$ cat src/rtl/core/tdp_pkg.sv
package tdp_pkg;

  // Width of the tested value.
  localparam int VALUE_WIDTH = 31;

  // Bit counter for the serial remainder unit; it holds VALUE_WIDTH itself.
  localparam int CNT_W = $clog2(VALUE_WIDTH + 1);

  // Squared divisor is kept two bits wider than the value so that the step
  // from d*d to (d+2)*(d+2) cannot overflow.
  localparam int SQ_W = VALUE_WIDTH + 2;

  // Request to the remainder unit.
  typedef struct packed {
    logic                   start;
    logic [VALUE_WIDTH-1:0] dividend;
    logic [VALUE_WIDTH-1:0] divisor;
  } rem_req_t;

  // Status back from the remainder unit.
  typedef struct packed {
    logic done;
    logic zero;
  } rem_stat_t;

  // Sequencer states.
  typedef enum logic [3:0] {
    S_IDLE  = 4'b0001,
    S_CHECK = 4'b0010,
    S_DIV   = 4'b0100,
    S_DONE  = 4'b1000
  } state_t;

endpackage

$ cat src/rtl/core/tdp_rem.sv
module tdp_rem (
  input  logic             clk,
  input  logic             rst_n,
  input  tdp_pkg::rem_req_t  req,
  output tdp_pkg::rem_stat_t stat
);
  import tdp_pkg::*;

  logic [VALUE_WIDTH-1:0] shreg_r;
  logic [VALUE_WIDTH-1:0] div_r;
  logic [VALUE_WIDTH-1:0] rem_r;
  logic [VALUE_WIDTH-1:0] rem_nxt;
  logic [VALUE_WIDTH:0]   trial;
  logic [CNT_W-1:0]       cnt_r;
  logic                   busy_r;
  logic                   done_r;
  logic                   zero_r;

  // One restoring step: bring in the next dividend bit, subtract if it fits.
  always_comb begin
    trial = {rem_r, shreg_r[VALUE_WIDTH-1]};
    if (trial >= {1'b0, div_r}) begin
      rem_nxt = VALUE_WIDTH'(trial - {1'b0, div_r});
    end else begin
      rem_nxt = trial[VALUE_WIDTH-1:0];
    end
  end

  // Control: one step per dividend bit after a start, then a done pulse.
  always_ff @(posedge clk) begin
    if (!rst_n) begin
      busy_r <= 1'b0;
      done_r <= 1'b0;
      cnt_r  <= '0;
    end else begin
      done_r <= 1'b0;
      if (req.start) begin
        busy_r <= 1'b1;
        cnt_r  <= CNT_W'(VALUE_WIDTH);
      end else if (busy_r) begin
        cnt_r <= cnt_r - CNT_W'(1);
        if (cnt_r == CNT_W'(1)) begin
          busy_r <= 1'b0;
          done_r <= 1'b1;
        end
      end
    end
  end

  // Datapath: dividend shifts out MSB first, remainder accumulates.
  always_ff @(posedge clk) begin
    if (req.start) begin
      shreg_r <= req.dividend;
      div_r   <= req.divisor;
      rem_r   <= '0;
    end else if (busy_r) begin
      shreg_r <= {shreg_r[VALUE_WIDTH-2:0], 1'b0};
      rem_r   <= rem_nxt;
      zero_r  <= (rem_nxt == '0);
    end
  end

  assign stat.done = done_r;
  assign stat.zero = zero_r;

endmodule

$ cat src/rtl/core/trial_division_primality_test_unit.sv
// Trial-division primality test. Each input transfer carries one value; one
// result transfer returns that value and a prime flag. Values 0 and 1 and even
// values above 2 are reported not prime in screening, with no trial division.
// For an odd value n of 3 or more, odd divisors d = 3, 5, 7, ... are tried
// while d*d <= n, and the search stops at the first exact divisor. Each trial
// divisor runs through the bit-serial remainder unit, which produces one
// quotient bit per cycle; the worst case is a large prime, about sqrt(n)/2
// trials. One value is in work at a time; the next input is taken as soon as
// the previous result sits in the output register.
module trial_division_primality_test_unit (
  input  logic                            clk,
  input  logic                            rst_n,
  input  logic                            in_valid,
  output logic                            in_stall,
  input  logic [tdp_pkg::VALUE_WIDTH-1:0] in_value,
  output logic                            out_valid,
  input  logic                            out_stall,
  output logic [tdp_pkg::VALUE_WIDTH-1:0] out_tested_value,
  output logic                            out_is_prime
);
  import tdp_pkg::*;

  state_t                 state_r;
  state_t                 state_nxt;
  logic [VALUE_WIDTH-1:0] n_r;
  logic [VALUE_WIDTH-1:0] d_r;
  logic [SQ_W-1:0]        sq_r;
  logic                   prime_r;
  logic                   prime_nxt;
  logic                   out_valid_r;
  logic [VALUE_WIDTH-1:0] out_value_r;
  logic                   out_prime_r;
  logic                   in_xfer;
  logic                   out_load;
  logic                   step;
  rem_req_t               rem_req;
  rem_stat_t              rem_stat;

  assign in_xfer  = in_valid && !in_stall;
  assign in_stall = (state_r != S_IDLE);
  assign out_load = (state_r == S_DONE) && (!out_valid_r || !out_stall);

  // Sequencer: screen the easy cases, then run one serial remainder per divisor.
  always_comb begin
    state_nxt        = state_r;
    prime_nxt        = prime_r;
    rem_req.start    = 1'b0;
    rem_req.dividend = n_r;
    rem_req.divisor  = d_r;
    step             = 1'b0;
    unique case (state_r)
      S_IDLE: begin
        if (in_valid) begin
          state_nxt = S_CHECK;
        end
      end
      S_CHECK: begin
        if (n_r < VALUE_WIDTH'(2)) begin
          prime_nxt = 1'b0;
          state_nxt = S_DONE;
        end else if (n_r == VALUE_WIDTH'(2)) begin
          prime_nxt = 1'b1;
          state_nxt = S_DONE;
        end else if (!n_r[0]) begin
          prime_nxt = 1'b0;
          state_nxt = S_DONE;
        end else if (sq_r > {2'b00, n_r}) begin
          prime_nxt = 1'b1;
          state_nxt = S_DONE;
        end else begin
          rem_req.start = 1'b1;
          state_nxt     = S_DIV;
        end
      end
      S_DIV: begin
        if (rem_stat.done) begin
          if (rem_stat.zero) begin
            prime_nxt = 1'b0;
            state_nxt = S_DONE;
          end else begin
            step      = 1'b1;
            state_nxt = S_CHECK;
          end
        end
      end
      S_DONE: begin
        if (out_load) begin
          state_nxt = S_IDLE;
        end
      end
      default: begin
        state_nxt = S_IDLE;
      end
    endcase
  end

  tdp_rem u_rem (
    .clk   (clk),
    .rst_n (rst_n),
    .req   (rem_req),
    .stat  (rem_stat)
  );

  // State and output valid.
  always_ff @(posedge clk) begin
    if (!rst_n) begin
      state_r     <= S_IDLE;
      out_valid_r <= 1'b0;
    end else begin
      state_r <= state_nxt;
      if (out_load) begin
        out_valid_r <= 1'b1;
      end else if (!out_stall) begin
        out_valid_r <= 1'b0;
      end
    end
  end

  // Working value, divisor and its square; (d+2)^2 = d^2 + 4d + 4.
  always_ff @(posedge clk) begin
    prime_r <= prime_nxt;
    if (in_xfer) begin
      n_r  <= in_value;
      d_r  <= VALUE_WIDTH'(3);
      sq_r <= SQ_W'(9);
    end else if (step) begin
      d_r  <= d_r + VALUE_WIDTH'(2);
      sq_r <= sq_r + {d_r, 2'b00} + SQ_W'(4);
    end
  end

  // Output register holds the result until its transfer.
  always_ff @(posedge clk) begin
    if (out_load) begin
      out_value_r <= n_r;
      out_prime_r <= prime_r;
    end
  end

  assign out_valid        = out_valid_r;
  assign out_tested_value = out_value_r;
  assign out_is_prime     = out_prime_r;

`ifndef SYNTH
  // An accepted value always goes to the screening state first.
  a_accept_to_check: assert property (@(posedge clk) disable iff (!rst_n)
    in_xfer |=> (state_r == S_CHECK))
    else $error("accepted value did not enter screening");

  // The remainder unit only reports while the sequencer waits for it.
  a_rem_done_in_div: assert property (@(posedge clk) disable iff (!rst_n)
    rem_stat.done |-> (state_r == S_DIV))
    else $error("remainder result arrived outside division state");

  // Trial divisors are always odd.
  a_divisor_odd: assert property (@(posedge clk) disable iff (!rst_n)
    (state_r == S_DIV) |-> d_r[0])
    else $error("even trial divisor");

  // A prime result is odd or equals two.
  a_prime_odd: assert property (@(posedge clk) disable iff (!rst_n)
    (out_valid && out_is_prime) |->
      (out_tested_value[0] || (out_tested_value == VALUE_WIDTH'(2))))
    else $error("even value above two reported prime");
`endif

endmodule

$ cat config.mk
export PLATFORM = sky130hd
export DESIGN_NAME = trial_division_primality_test_unit
export DESIGN_NICKNAME = d
export VERILOG_FILES = /design/src/rtl/core/tdp_pkg.sv /design/src/rtl/core/tdp_rem.sv /design/src/rtl/core/trial_division_primality_test_unit.sv
export SDC_FILE = /design/constraint.sdc
export NUM_CORES = 1
export LEC_CHECK = 0
export ABC_AREA = 1
export BUFFER_PORTS_ARGS = -buffer_cell sky130_fd_sc_hd__buf_2
export CAP_MARGIN = 20
export CORE_MARGIN = 3
export CORE_UTILIZATION = 45
export DETAILED_ROUTE_END_ITERATION = 8
export REMOVE_ABC_BUFFERS = 1
export SLEW_MARGIN = 20
export SYNTH_ARGS = -nofsm -noshare
export SYNTH_HDL_FRONTEND = slang
export SYNTH_SLANG_ARGS = --single-unit
$ cat constraint.sdc
create_clock -name clk -period 4.3 [get_ports clk]
set_input_delay 0.645 -clock clk [delete_from_list [all_inputs] [get_ports clk]]
set_output_delay 0.645 -clock clk [all_outputs]
set_load 0.02 [all_outputs]
==> results of run 1 <==
[cell type report]
type | instances | area, µm²
fill | 3056 | 15100
multi-input combinational | 1272 | 7030
sequential | 229 | 5850
inverter | 286 | 1080
clock buffer | 33 | 666
tap | 396 | 495
timing repair buffer | 74 | 385
clock inverter | 11 | 106
[worst max-delay path, stage by stage, from the launching register on]
cell and delay, ns:
edfxtp_1 0.56, fa_1 0.55, nand3_1 0.14, nand3_2 0.15, nand2_1 0.11, nand2_2 0.08
nand2_2 0.08, nand3_2 0.08, nand2_4 0.22, nand2_8 0.22, inv_4 0.23, nand2_1 0.08
nand2_1 0.09, nor2_1 0.05, nand2_1 0.07, nor2_1 0.05, nand2_1 0.11, nor2_1 0.05
[report_power, final]
part	switching, mW	total, mW	internal (mW)
Clock	0.845	2.05	1.20
Sequential	0.167	2.75	2.59
Combinational	2.31	3.36	1.05
Total	3.32	8.16	4.84
[Yosys cell counts (4+ instances only)]
| master | number |
|---|---|
| edfxtp_1 | 126 |
| dfxtp_1 | 103 |
| o21bai_1 | 20 |
| nor2_1 | 132 |
| nand4_1 | 28 |
| nand2_2 | 13 |
| nand3_2 | 6 |
| and2_1 | 5 |
| nor2_4 | 7 |
| o21ai_0 | 86 |
| o21a_1 | 12 |
| nand2_1 | 537 |
| o211ai_1 | 6 |
| inv_2 | 6 |
| buf_2 | 11 |
| a21oi_1 | 91 |
| nor4_1 | 6 |
| ha_1 | 119 |
| nor3_1 | 22 |
| xnor2_1 | 12 |
| nand3_1 | 85 |
| nand3b_1 | 7 |
| nor2_2 | 8 |
| inv_1 | 277 |
| clkbuf_1 | 12 |
| buf_6 | 4 |
| xor2_1 | 37 |
| o21ai_1 | 4 |
| a21o_1 | 4 |
[placed cells by master (no fill, tap or decap), types with 7 or more instances in the layout]
cell type,synthesis,layout
a21oi_1,91,91
buf_2,11,68
clkbuf_1,12,7
clkbuf_16,0,25
dfxtp_1,103,103
edfxtp_1,126,126
ha_1,119,119
inv_1,277,276
inv_2,6,7
nand2_1,537,537
nand2_2,13,13
nand3_1,85,85
nand3b_1,7,7
nand4_1,28,28
nor2_1,132,131
nor2_2,8,8
nor2_4,7,8
nor3_1,22,22
o21a_1,12,12
o21ai_0,86,86
o21bai_1,20,20
xnor2_1,12,12
xor2_1,37,37
[metal layers]
| metal | global-route usage | routed length (µm) | up-vias |
|---|---|---|---|
| met4 | 0.0533 | 916 | 0 |
| met1 | 0.278 | 16200 | 5342 |
| met2 | 0.368 | 16400 | 266 |
| met5 | 0 | 0 | - |
| met3 | 0.0208 | 1500 | 57 |
| li1 | - | - | 6036 |
[sequential cells by signal (all words and copies together) (netlist names)]
signal,cells
u_rem.busy_r,1
out_is_prime,1
out_tested_value,31
prime_r,1
out_valid,1
state_r,4
u_rem.rem_r,31
sq_r,30
d_r,30
u_rem.cnt_r,5
n_r,31
u_rem.div_r,30
u_rem.done_r,1
u_rem.shreg_r,31
u_rem.zero_r,1
[final timing paths]
kind | from | endpoint | slack [ns] | depth (start not counted)
worst max-delay path | u_rem.shreg_r[30]$_DFFE_PP_ | u_rem.zero_r$_DFFE_PP_ | 1.13 | 17
worst min-delay path | in_value[29] | n_r[29]$_DFFE_PP_ | 0.30 | 1
worst max register to register | u_rem.shreg_r[30]$_DFFE_PP_ | u_rem.zero_r$_DFFE_PP_ | 1.13 | 17
worst min register to register | prime_r$_SDFFCE_PP0P_ | out_is_prime$_DFFE_PP_ | 0.42 | 0
[cells by family after synthesis]
kind of cell,count (synthesis),share of synthesized area
adder cells (fa/ha/maj),121,0.108
flip-flops,229,0.414
AND/OR/NAND/NOR,866,0.264
AO/OA/AOI/OAI,236,0.0947
buffers and inverters,317,0.0881
XOR/XNOR,49,0.0304
==> run_results.csv, run 1 <==
group,metric,value,unit
critical_path,worstPathRequired,4.57,ns
yosys,leading_cell_types_by_total_area_after_synthesis,"edfxtp_1, dfxtp_1, nand2_1, ha_1, inv_1",
floorplan,fp-row-count,64,
floorplan,placeable_core_region,30700,µm²
global_routing,global_route_wire_length_before_repair,57700,µm
yosys,synth-async-reset-ratio,0,
clocking,cts_made_buffers,24,
cells_and_area,final_util,0.508,
sta,hold_viol,0,
routing,routed_wire_length_per_instance,15.2,µm
cells_and_area,layout.nets,2043,
sta,slew_headroom,0.338,
cells_and_area,antennaDiodeCount,0,
placed_design,finalWeightedCongestion,0.880,
yosys,synth_top_cell_by_area,"edfxtp_1",
routing,drt_drc_violations_left,0,
cells_and_area,finalInstanceArea,15600,µm²
power_and_ir_drop,static-leakage-power,7.66,nW
floorplan,die_area,33500,µm²
yosys,synth.lib_cells_used.distinct,52,
sta,period_share,0.737,
placed_design,dpl.cell_count,2257,
power_and_ir_drop,ir_worst_vdd,0.000316,V
outcome,status,"finished clean",
global_routing,initial_antenna_violation_count,0,
clocking,cts.root.buffer_cell,"clkbuf_16",
sta,setup_ws,1.13,ns
floorplan,die_width,183,µm
power_and_ir_drop,design_power_total,8.16,mW
critical_path,critical_path.endpoint_type,"flop",
routing,totalWireLength,35000,µm
cells_and_area,instances_no_fill,2301,
sta,setup_total_negative_slack,0,ns
critical_path,critPathMaxFanout,33,
min_path,holdCritPathClass,"in -> reg",
yosys,yosys_most_used_dff,"edfxtp_1",
clocking,cts_max_level,1,
cells_and_area,area.growth.synth_to_final,10.6,%
run,drv_cap,0,
yosys,yosysTopAreaCellShare,0.268,
floorplan,die_height,183,µm
floorplan,initial_standard_cell_utilization_of_the_core,0.459,
clocking,clk_pin_slew_worst_paths,0.06,ns
yosys,yosys_warnings,0,
clocking,number_of_hold_buffers_added_after_cts,0,
yosys,syn-mean-instance-area,7.76,µm²
sta,rsz0062_at_grt,"false",
critical_path,crit_arrival,3.44,ns
sta,fin_worst_hold_slack,0.301,ns
critical_path,timing_worst_setup_path_type,"reg -> reg",
clocking,clkLatencyLatePin,0.52,ns
clocking,ctsLongestPathBuffers,3,
yosys,synth.cell_area,14100,µm²
sta,slew_violations,0,
clocking,clock_sink_count,229,
global_routing,number_of_global_route_vias_before_repair,11500,
yosys,synth_cells,1818,
placed_design,detailedPlace.worstSlack,1.11,ns
placed_design,postPlaceCellArea,14800,µm²
clocking,tritoncts,"yes",
cells_and_area,drive_gt1_frac,0.0856,
sta,highest_achievable_clock_rate,316,MHz
yosys,yosys_register_bits,229,
floorplan,num_io_pins,69,
routing,route.detailed.vias_per_inst,5.09,
clocking,cts.repair.resized,0,
critical_path,worstSetupStartpointType,"flop",
placed_design,dpl.hpwl,27000,µm
yosys,seq_area_frac_synth,0.414,
sta,layout_min_cycle_time,3.17,ns
placed_design,port_buffers,68,
power_and_ir_drop,power.density,523,nW/µm²
global_routing,pin_count_of_the_biggest_net_entering_global_routing,60,
routing,drt_iter0_drc,809,
routing,detailedRoute.firstPassIterationCount,5,
sta,setup_viol,0,
routing,vias,11700,
clocking,cts.repair_timing.setup_buffer_count,0,
sta,clock-skew-final,0.00773,ns
sta,max_slew.worst_pin.slew,0.992,ns
global_routing,grt_usage,0.209,
yosys,synth-edff-count,126,
global_routing,gr-total-overflow,0,
routing,final_antenna_net_count,0,
Power figures use the tool's default switching activity.
==> inputs of run 2 (changes only) <==
==> constraint.sdc (replaced) <==
create_clock -name clk -period 2.65 [get_ports clk]
set_input_delay 0.3975 -clock clk [delete_from_list [all_inputs] [get_ports clk]]
set_output_delay 0.3975 -clock clk [all_outputs]
set_load 0.02 [all_outputs]
==> run 2 against run 1 <==
Largest cell class unchanged. Maximum frequency is 25% higher. Largest power group unchanged. Critical path type unchanged. Final area is 12% higher. Clock power is 75% higher. Worst hold slack worse by 0.27 ns. Sequential power is 65% higher. Clock-buffer cell count is 3 higher. Wire length is 11% higher. Critical path depth is 3 lower. Register-to-register slack worse by 1.0 ns. Via count is 7.1% higher.
==> run_results.csv, run 2 (synthesis gave the netlist of run 1 again) <==
group,metric,value,unit
outcome,status,"finished clean",
cells_and_area,finalInstanceArea,17600,µm²
critical_path,critical_path.endpoint_type,"flop",
floorplan,initial_standard_cell_utilization_of_the_core,0.459,
sta,period_share,0.954,
sta,rsz0062_at_grt,"true",
clocking,cts_made_buffers,26,
sta,clock-skew-final,0.0177,ns
routing,totalWireLength,39000,µm
global_routing,global_route_wire_length_before_repair,61900,µm
run,drv_cap,0,
critical_path,worstPathRequired,2.94,ns
cells_and_area,final_common_cell,"nand2_1",
sta,hold_viol,0,
global_routing,gr-total-overflow,0,
routing,final_antenna_net_count,0,
routing,drt_drc_violations_left,0,
placed_design,port_buffers,68,
floorplan,die_width,183,µm
placed_design,detailedPlace.worstSlack,-0.523,ns
critical_path,worstSetupStartpointType,"flop",
routing,vias,12500,
cells_and_area,area.growth.synth_to_final,24.4,%
sta,setup_ws,0.121,ns
sta,setup_viol,0,
sta,slew_violations,0,
sta,highest_achievable_clock_rate,395,MHz
cells_and_area,antennaDiodeCount,0,
power_and_ir_drop,ir_worst_vdd,0.000524,V
floorplan,die_area,33500,µm²
clocking,cts.root.buffer_cell,"clkbuf_16",
placed_design,finalWeightedCongestion,0.971,
global_routing,pin_count_of_the_biggest_net_entering_global_routing,60,
power_and_ir_drop,pwr-share-clk,0.232,
power_and_ir_drop,comb_power_share,0.475,
placed_design,dpl.cell_count,2376,
clocking,clkLatencyLatePin,0.55,ns
clocking,ctsLongestPathBuffers,3,
power_and_ir_drop,power.density,881,nW/µm²
cells_and_area,final_cell_mix,"nand2_1, inv_1, buf_4",
clocking,tritoncts,"yes",
floorplan,num_io_pins,69,
power_and_ir_drop,net-switching-power,6.22,mW
routing,routed_wire_length_per_instance,15.8,µm
global_routing,initial_antenna_violation_count,0,
power_and_ir_drop,static-leakage-power,8.56,nW
sta,layout_min_cycle_time,2.53,ns
cells_and_area,drive_gt1_frac,0.185,
floorplan,fp-row-count,64,
placed_design,dpl.hpwl,29200,µm
critical_path,timing_worst_setup_path_type,"reg -> reg",
global_routing,grt_usage,0.227,
cells_and_area,multi_input_gate_area_in_the_final_layout,7500,µm²
sta,slew_headroom,0.553,
routing,detailedRoute.firstPassIterationCount,6,
clocking,cts_max_level,1,
routing,route.detailed.vias_per_inst,5.09,
min_path,holdCritPathClass,"in -> reg",
critical_path,crit_arrival,2.82,ns
clocking,clk_pin_slew_worst_paths,0.06,ns
power_and_ir_drop,p_int,9.24,mW
global_routing,number_of_global_route_vias_before_repair,12200,
power_and_ir_drop,switching_share,0.402,
routing,drt_iter0_drc,853,
critical_path,critPathMaxFanout,15,
cells_and_area,layout.nets,2202,
sta,max_slew.worst_pin.slew,0.665,ns
cells_and_area,instances_no_fill,2462,
cells_and_area,ff_latch_area,5850,µm²
floorplan,placeable_core_region,30700,µm²
placed_design,postPlaceCellArea,15800,µm²
cells_and_area,fillCellCount,2890,
clocking,clock_sink_count,229,
power_and_ir_drop,share_seq_of_total_power,0.294,
floorplan,die_height,183,µm
[run 2: cell types whose count changed in the layout (fill, tap and decap cells not counted), sizes merged]
cell	delta
clkinvlp	-1
clkbuf	+6
inv	+2
buf	+128
dlygate4sd3	+26
bufinv	-2
clkinv	+2
[run 2: worst max-delay path: stages, from the launching register on]
cell,delay [ns]
edfxtp_1,0.39
inv_1,0.16
ha_1,0.28
nand4_1,0.19
nor2_1,0.08
o21ai_1,0.11
nand2_1,0.11
nand3_1,0.08
nand3_1,0.08
nand2_2,0.13
nand3_4,0.12
buf_4,0.22
clkbuf_16,0.18
nand2_1,0.06
o21ai_0,0.08
[run 2: per-layer routing]
metal | share of wire | GRT usage | up-vias
met5 | 0 | 0 | -
met2 | 0.49 | 0.403 | 292
met3 | 0.038 | 0.0240 | 65
met1 | 0.45 | 0.299 | 5785
met4 | 0.026 | 0.0573 | 0
li1 | - | - | 6384
[run 2: area by class of cell]
class	count	area share
Clock buffer	36	0.0433
Tap cell	396	0.0282
Inverter	286	0.0613
Sequential cell	229	0.333
Timing Repair Buffer	231	0.100
Clock inverter	12	0.00599
Multi-Input combinational cell	1272	0.428
[run 2: path summary, 6_finish.rpt]
check,slack [ns],start,end,cells after the start
worst max-delay path,0.12,n_r[14]$_DFFE_PP_,u_rem.shreg_r[7]$_DFFE_PP_,14
worst min-delay path,0.03,in_value[7],n_r[7]$_DFFE_PP_,1
worst max register to register,0.12,n_r[14]$_DFFE_PP_,u_rem.shreg_r[7]$_DFFE_PP_,14
worst min register to register,0.45,n_r[30]$_DFFE_PP_,out_tested_value[30]$_DFFE_PP_,0
[run 2: repair_timing]
action / 4_1_cts / 5_1_grt
gates resized for setup: 10 / 105
endpoints found under the setup margin: 65 / 128
setup buffers: 0 / 9
cloned: 0 / 3
hold endpoints to repair: 26 / 0
pin swaps: 0 / 34
hold buffers: 26 / 0
[run 2: power groups by stage]
stage | Clock (mW) | Combinational, mW | Sequential (mW)
finish | 3.58 | 7.34 | 4.54
global route | 3.82 | 8.15 | 4.58
CTS | 3.66 | 6.71 | 4.48
detailed placement | 0 | 6.63 | 4.54
global placement | 0 | 6.60 | 4.55
floorplan | 0 | 4.08 | 4.47
[run 2: stage by stage]
stage	total power, mW	util	TNS (ns)	hold slack, ns
finish	15.5	0.571	0	0.0272
global route	16.5	0.571	-1.30	0.00543
CTS	14.8	0.551	0	0.000576
detailed placement	11.2	0.514	-1.22	0.435
global placement	11.1	0.514	-0.679	0.416
floorplan	8.54	-	-83.16	0.400
==> inputs of run 3 (changes only) <==
--- a/config.mk
+++ b/config.mk
@@ -10,6 +10,7 @@
 export CAP_MARGIN = 20
 export CORE_MARGIN = 3
 export CORE_UTILIZATION = 45
+export CTS_CLUSTER_DIAMETER = 30
 export DETAILED_ROUTE_END_ITERATION = 8
 export REMOVE_ABC_BUFFERS = 1
 export SLEW_MARGIN = 20
==> constraint.sdc (replaced) <==
create_clock -name clk -period 2.75 [get_ports clk]
set_input_delay 0.4125 -clock clk [delete_from_list [all_inputs] [get_ports clk]]
set_output_delay 0.4125 -clock clk [all_outputs]
set_load 0.02 [all_outputs]
==> run 3 against run 2 <==
Final area is 2.3% higher. Total power is 10% higher. Die area stayed put. Clock power is 79% higher. Highest routed layer unchanged.
==> run_results.csv, run 3 (synthesis gave the netlist of run 1 again) <==
group,metric,value,unit
routing,vias,12300,
floorplan,placeable_core_region,30700,µm²
sta,highest_achievable_clock_rate,379,MHz
routing,route.detailed.vias_per_inst,5.01,
cells_and_area,area.growth.synth_to_final,27.2,%
floorplan,initial_standard_cell_utilization_of_the_core,0.459,
critical_path,crit_arrival,2.97,ns
cells_and_area,ff_latch_area,5850,µm²
critical_path,worstSetupStartpointType,"flop",
power_and_ir_drop,share_seq_of_total_power,0.256,
cells_and_area,layout.nets,2170,
clocking,ctsLongestPathBuffers,3,
sta,clock-skew-final,0.0696,ns
clocking,clkLatencyLatePin,0.60,ns
global_routing,initial_antenna_violation_count,0,
sta,layout_min_cycle_time,2.64,ns
critical_path,timing_worst_setup_path_type,"reg -> reg",
placed_design,dpl.hpwl,27800,µm
min_path,hold_depth,1,
global_routing,global_route_wire_length_before_repair,61200,µm
cells_and_area,fillCellCount,2786,
placed_design,finalWeightedCongestion,0.928,
cells_and_area,multi_input_gate_area_in_the_final_layout,7380,µm²
critical_path,reg2reg_depth,12,
power_and_ir_drop,switching_share,0.379,
global_routing,gr-total-overflow,0,
floorplan,fp-row-count,64,
placed_design,port_buffers,68,
placed_design,postPlaceCellArea,15300,µm²
cells_and_area,antennaDiodeCount,0,
sta,slew_headroom,0.570,
clocking,clock_sink_count,229,
outcome,status,"finished clean",
power_and_ir_drop,p_int,10.6,mW
routing,drt_drc_violations_left,0,
power_and_ir_drop,net-switching-power,6.46,mW
floorplan,num_io_pins,69,
power_and_ir_drop,ir_worst_vdd,0.000616,V
sta,max_slew.worst_pin.slew,0.645,ns
clocking,tritoncts,"yes",
global_routing,pin_count_of_the_biggest_net_entering_global_routing,50,
sta,setup_viol,0,
floorplan,die_height,183,µm
clocking,clk_pin_slew_worst_paths,0.05,ns
critical_path,worst_r2r_startpoint,"n_r[15]$_DFFE_PP_",
routing,drt_iter0_drc,730,
power_and_ir_drop,power.density,951,nW/µm²
cells_and_area,final_common_cell,"nand2_1",
run,drv_cap,0,
routing,totalWireLength,37900,µm
critical_path,critPathMaxFanout,8,
cells_and_area,finalInstanceArea,18000,µm²
sta,period_share,0.958,
clocking,cts.root.buffer_cell,"clkbuf_16",
global_routing,number_of_global_route_vias_before_repair,12400,
cells_and_area,final_cell_mix,"nand2_1, inv_1, nor2_1, edfxtp_1, dfxtp_1",
critical_path,worstPathRequired,3.09,ns
floorplan,die_width,183,µm
sta,setup_total_negative_slack,0,ns
routing,detailedRoute.firstPassIterationCount,5,
power_and_ir_drop,design_power_total,17.1,mW
power_and_ir_drop,static-leakage-power,8.69,nW
critical_path,critical_path.endpoint_type,"flop",
power_and_ir_drop,comb_power_share,0.368,
global_routing,grt_usage,0.225,
min_path,min_from,"in_value[27]",
min_path,holdCritPathClass,"in -> reg",
routing,final_antenna_net_count,0,
floorplan,die_area,33500,µm²
sta,hold_viol,0,
sta,slew_violations,0,
cells_and_area,drive_gt1_frac,0.166,
clocking,cts_made_buffers,56,
routing,routed_wire_length_per_instance,15.4,µm
critical_path,critical_path.startpoint,"n_r[15]$_DFFE_PP_",
power_and_ir_drop,pwr-share-clk,0.375,
clocking,cts_max_level,2,
-- run 3: cell count changes in the layout (fill, tap and decap cells not counted), sizes merged --
cell / before / now
clkinvlp: 0 / 3
buf: 202 / 139
bufbuf: 0 / 1
clkinv: 11 / 23
dlygate4sd3: 26 / 29
bufinv: 0 / 3
inv: 287 / 296
clkbuf: 39 / 66
-- run 3: path summary, 6_finish.rpt --
path                                              endpoint  slack, ns
worst max-delay path            u_rem.shreg_r[5]$_DFFE_PP_       0.11
worst min-delay path                     n_r[27]$_DFFE_PP_       0.01
worst max register to register  u_rem.shreg_r[5]$_DFFE_PP_       0.11
worst min register to register      out_is_prime$_DFFE_PP_       0.43
-- run 3: through the flow --
step,worst slack [ns],hold slack (ns),utilization,instances
finish,0.114,0.0136,0.584,2457
global placement,-0.677,0.414,0.497,2310
CTS,0.00288,0.000167,0.571,2448
global route,-0.0272,0.00183,0.584,2457
detailed placement,-0.636,0.427,0.497,2310
floorplan,-1.16,0.400,-,1787
-- run 3: timing repair --
item	in CTS	in global routing
hold endpoints to repair	28	1
hold buffers	28	1
setup buffers	4	8
endpoints found under the setup margin	113	121
gates resized for setup	7	72
pin swaps	2	16
gates cloned	1	0
-- run 3: critical path, cell delays in order, from the launching register on --
cell and delay, ns:
edfxtp_1 0.43, inv_1 0.08, ha_1 0.31, nand4_1 0.20, buf_4 0.21, nor4_1 0.17, nand3_1 0.12, nand2_2 0.15
nand3_4 0.17, buf_4 0.21, buf_4 0.16, nand2_1 0.06, o21ai_0 0.10
-- run 3: area by class of cell --
| class | instances | share of cell area |
|---|---|---|
| multi-input combinational | 1272 | 0.411 |
| sequential | 229 | 0.326 |
| clock buffer | 66 | 0.0825 |
| timing repair buffer | 169 | 0.0705 |
| inverter | 286 | 0.0601 |
| tap | 396 | 0.0276 |
| clock inverter | 39 | 0.0225 |
-- run 3: routing by layer --
layer	vias to the layer above	GRT usage	part of all wire
li1	6332	-	-
met3	75	0.0424	0.048
met2	267	0.388	0.48
met1	5639	0.283	0.45
met5	-	0	0
met4	0	0.0792	0.030
-- run 3: power groups by stage --
stage / Clock (mW) / Sequential, mW / Combinational [mW]
finish: 6.41 / 4.37 / 6.29
CTS: 6.52 / 4.31 / 5.80
detailed placement: 0 / 4.37 / 5.69
global placement: 0 / 4.36 / 5.66
floorplan: 0 / 4.30 / 3.93
global route: 6.72 / 4.41 / 7.02
